File: config.mk
export PLATFORM = sky130hd
export DESIGN_NAME = cht_mul
export DESIGN_NICKNAME = d
export VERILOG_FILES = /design/src/rtl/core/cht_pkg.sv /design/src/rtl/core/cht_mul.sv
export SDC_FILE = /design/constraint.sdc
export NUM_CORES = 2
export LEC_CHECK = 0
export ABC_AREA = 0
export BUFFER_PORTS_ARGS = -buffer_cell sky130_fd_sc_hd__buf_2
export CAP_MARGIN = 25
export CORE_ASPECT_RATIO = 0.5
export CORE_MARGIN = 4
export CORE_UTILIZATION = 45
export CTS_BUF_LIST = sky130_fd_sc_hd__clkbuf_8 sky130_fd_sc_hd__clkbuf_16
export CTS_CLUSTER_DIAMETER = 150
export DETAILED_ROUTE_END_ITERATION = 8
export PLACE_DENSITY = 0.72
export SKIP_LAST_GASP = 1
export SLEW_MARGIN = 40
export SYNTH_ARGS = -nofsm -noshare
export SYNTH_HDL_FRONTEND = slang
export SYNTH_SLANG_ARGS = --single-unit
File: constraint.sdc
create_clock -name clk -period 10.9 [get_ports clk]
set_input_delay 2.18 -clock clk [delete_from_list [all_inputs] [get_ports clk]]
set_output_delay 2.18 -clock clk [all_outputs]
set_load 0.01 [all_outputs]
File: src/rtl/core/cht_pkg.sv
// Shared types, constants and the helper function of the convex hull trick line store.
package cht_pkg;

  // Store geometry.
  localparam int MAX_LINES = 1024;
  localparam int CNT_W     = $clog2(MAX_LINES + 1);
  localparam int IDX_W     = $clog2(MAX_LINES);

  // Field widths.
  localparam int SLOPE_W = 32;
  localparam int ICPT_W  = 48;
  localparam int X_W     = 32;
  localparam int VAL_W   = 64;

  // Arithmetic widths: operand differences, multiplier ports and the exact products.
  localparam int DB_W   = ICPT_W + 1;
  localparam int DM_W   = SLOPE_W + 1;
  localparam int MUL_W  = DM_W;
  localparam int MP_W   = 2 * MUL_W;
  localparam int LO_W   = 32;
  localparam int PROD_W = DB_W + DM_W;

  // Width of the index sum 2*lo + hi used by the ternary search.
  localparam int SUM_W = IDX_W + 2;

  localparam logic signed [VAL_W-1:0] EMPTY_ANSWER = 64'sd1000000000000000000;

  typedef enum logic {
    FUNC_ADD   = 1'b0,
    FUNC_QUERY = 1'b1
  } func_t;

  typedef enum logic [1:0] {
    ST_OK    = 2'd0,
    ST_FULL  = 2'd1,
    ST_EMPTY = 2'd2
  } status_t;

  typedef struct packed {
    func_t                      func;
    logic signed [SLOPE_W-1:0]  slope;
    logic signed [ICPT_W-1:0]   intercept;
    logic signed [X_W-1:0]      xval;
  } cmd_t;

  typedef struct packed {
    logic signed [VAL_W-1:0] min_value;
    status_t                 status;
  } rsp_t;

  typedef struct packed {
    logic signed [SLOPE_W-1:0] slope;
    logic signed [ICPT_W-1:0]  intercept;
  } line_t;

  // One write port and two read ports of the line memory.
  typedef struct packed {
    logic             we;
    logic [IDX_W-1:0] waddr;
    line_t            wdata;
    logic             re;
    logic [IDX_W-1:0] raddr0;
    logic [IDX_W-1:0] raddr1;
  } ram_req_t;

  // Floor of s / 3 by a reciprocal multiply and one correction step.
  localparam int DIV3_M = (1 << SUM_W) / 3;

  function automatic logic [SUM_W-1:0] div3(input logic [SUM_W-1:0] s);
    logic [2*SUM_W-1:0] prod;
    logic [SUM_W-1:0]   q;
    logic [SUM_W-1:0]   r;
    prod = s * SUM_W'(DIV3_M);
    q    = prod[2*SUM_W-1:SUM_W];
    r    = s - SUM_W'(q * SUM_W'(3));
    if (r >= SUM_W'(3)) begin
      q = q + SUM_W'(1);
    end
    return q;
  endfunction

endpackage

File: src/rtl/core/cht_mul.sv
// Registered signed multiplier shared by the line evaluation and the redundancy test.
module cht_mul
  import cht_pkg::*;
(
  input  logic                    clk,
  input  logic signed [MUL_W-1:0] a,
  input  logic signed [MUL_W-1:0] b,
  output logic signed [MP_W-1:0]  p
);

  // One product per cycle, result registered.
  always_ff @(posedge clk) begin
    p <= a * b;
  end

endmodule
==> metrics <==
grt ovf=0; post-synthesis register bit count=66; WP data arrival=10.47 ns; drt via density=approximately 5.2; Syn Nets=approximately 5800; Req. time, crit path=11.19 ns; Hold WC Path Type=primary input to flop; Crit. End Element=flop; clock-pin transition on the worst setup and hold timing paths=roughly 0.06 ns; most common cell after layout, fill and taps aside=fa_1; largest net degree at the start of global routing=34; YS warnings=0; ys flop type=dfxtp_1; DR DRC count=0; dpl hpwl=90870 um; nets=roughly 5700; cell mode on critical path=fa_1; biggest regs=p: 66 flops; CP peak stage delay=0.93 ns; Hold-fix buffers, CTS=0; via count=28623; post-synthesis sequential area ratio=around 3.2%; Die Ht=around 220 um; Post-CTS Resized=0; first-pass GRT wire length=174800 um; Gate Count Post-Synth=around 4300; period utilisation layout=between 90% and 100%; Biggest register=p; synthesized area per cell=9.390 um2; starting density of the core=45.76%; First DRT Iteration DRCs=~1900; drt first pass iters=6; Synth Cell Area=just over 40000 um2; placed cells=about 5500; max frequency=approximately 0.1 GHz; Die Wd=roughly 430 um; Post-synth EDFFs=0; status=finished, final reports clean; max_slew headroom=roughly two fifths; Largest register FFs=66; Core ar.=roughly 90000 um2; Fill cells=8287; # H-tree levels=3; Worst Tran Pin Value=between 0.8 and 0.9 ns; worst-path maximum fanout=33; Setup violations, final=0; vias in the first global route=32421; Num CTS Buffers=9; io pins=~130; initial antenna violation count=6; Routed Antenna Nets=0; slowest CP cell=fa_1; max-capacitance violation count=0; gr usage total=a little under a quarter; setup ws final=0.7242 ns; commonest non-fill, non-tap cells in the layout=1145 x fa_1, 1132 x inv_1, 562 x and2_1, 551 x nand2_1, 217 x ha_1; finished layout cell area=42600 um2; CTS tree=yes; Placed Area=42310 um2; synth unique cells=80; RSZ-0062 raised after global routing=false; PortBufs=132; die area=95690 um2; ys async rst share=0%; setup tns final=0 ns; fin crit period=slightly above 10 ns; Post-CTS Setup Inserts=0; per-cell routed wire length=19.43 um; WL final=106700 um; pre-CTS setup slack=about 0.39 ns; startpoint types=primary input; Worst Setup Path Type=primary input to flop; worst-path cell chain=buf_2, nand2_1, inv_1, fa_1, fa_1, fa_1, fa_1, fa_1, fa_1, fa_1, inv_1, fa_1, inv_1, ha_1, nand3_1, nor2_1, nand2_1, nor3_1, o311ai_4, nand3_2, a211oi_1, a311oi_1; final hold violations=0; layout cells sized above 1=5.159%; Final Max Tran Viols=0; Root Driver=clkbuf_16; FP Rows=77; clock sink total=66; post-route insts no fill=5493; CTS max path bufs=2; Area Overhead vs Synth=4.577%; GPL Wtd Cong=0.9834
## critical path: cells and delay by family
kind / cells / cell delay, ns
buffers and inverters: 4 / 0.78
AO/OA/AOI/OAI: 3 / 0.69
adder cells (fa/ha/maj): 9 / 4.85
AND/OR/NAND/NOR: 6 / 1.92
## synthesized netlist by cell type, types with 3 or more instances
cell | number | area, um2
a21oi_1 | 57 | 285.3
clkbuf_1 | 208 | 780.8
a31oi_1 | 8 | 50.05
a211oi_1 | 7 | 52.55
and2_1 | 562 | 3516
xnor2_1 | 43 | 376.6
o21ai_0 | 25 | 125.1
nor3_1 | 7 | 35.03
a211o_1 | 6 | 52.55
nand3_1 | 25 | 125.1
a21o_1 | 36 | 270.3
a21oi_2 | 3 | 26.28
inv_1 | 1131 | 4245
o211ai_1 | 4 | 30.03
nand2_1 | 551 | 2068
buf_2 | 11 | 55.05
nor2_1 | 68 | 255.2
nor2b_1 | 5 | 31.28
ha_1 | 217 | 2715
o21bai_1 | 11 | 82.58
dfxtp_1 | 66 | 1321
or2_2 | 3 | 18.77
o31ai_4 | 3 | 63.81
nand2b_1 | 12 | 75.07
and3_1 | 5 | 31.28
fa_1 | 1145 | 22920
o21ai_1 | 6 | 30.03
and4_1 | 5 | 43.79
o21a_1 | 6 | 45.04
a211oi_2 | 3 | 37.54
or3_1 | 3 | 18.77
nand4_1 | 11 | 68.82
xor2_1 | 25 | 219.0
## final cells by class
type / count / area (um2) / area share, %
multi-input cells: 2920 / 34320 / 80.56
well taps: 1185 / 1483 / 3.481
clock inverters: 6 / 33.78 / 0.07930
inverters: 1131 / 4245 / 9.966
repair buffers: 170 / 945.9 / 2.221
clock buffers: 10 / 239.0 / 0.5610
flip-flops and latches: 66 / 1321 / 3.102
diodes: 5 / 12.51 / 0.02937
## metal layers
metal	track usage, %	routed length [um]	vias to the layer above
met5	0	0	-
met4	11.10	5812	0
met3	4.015	6756	279
met2	41.77	54780	1010
met1	28.20	39370	15091
li1	-	-	12243
## worst paths after layout
| check | start | endpoint | slack (ns) | cells after the start |
|---|---|---|---|---|
| worst max-delay path | b[3] | p[64] | 0.72 | 22 |
| worst min-delay path | a[0] | p[0] | 2.38 | 2 |
## logic make-up after synthesis
family	share of synthesized area (%)
adder cells (fa/ha/maj)	62.94
buffers and inverters	12.51
AND/OR/NAND/NOR	15.78
XOR/XNOR	1.462
flip-flops	3.244
AO/OA/AOI/OAI	4.067
## through the flow
step	hold slack (ns)	utilization, %
after floorplan	2.307	-
after global placement	2.577	47.53
after detailed placement	2.575	47.53
after CTS	2.362	47.84
after global routing	2.394	47.85
final	2.384	47.85
Power is not shown: default switching activity piles up to over one toggle a cycle in this logic, so the estimate is an artifact.
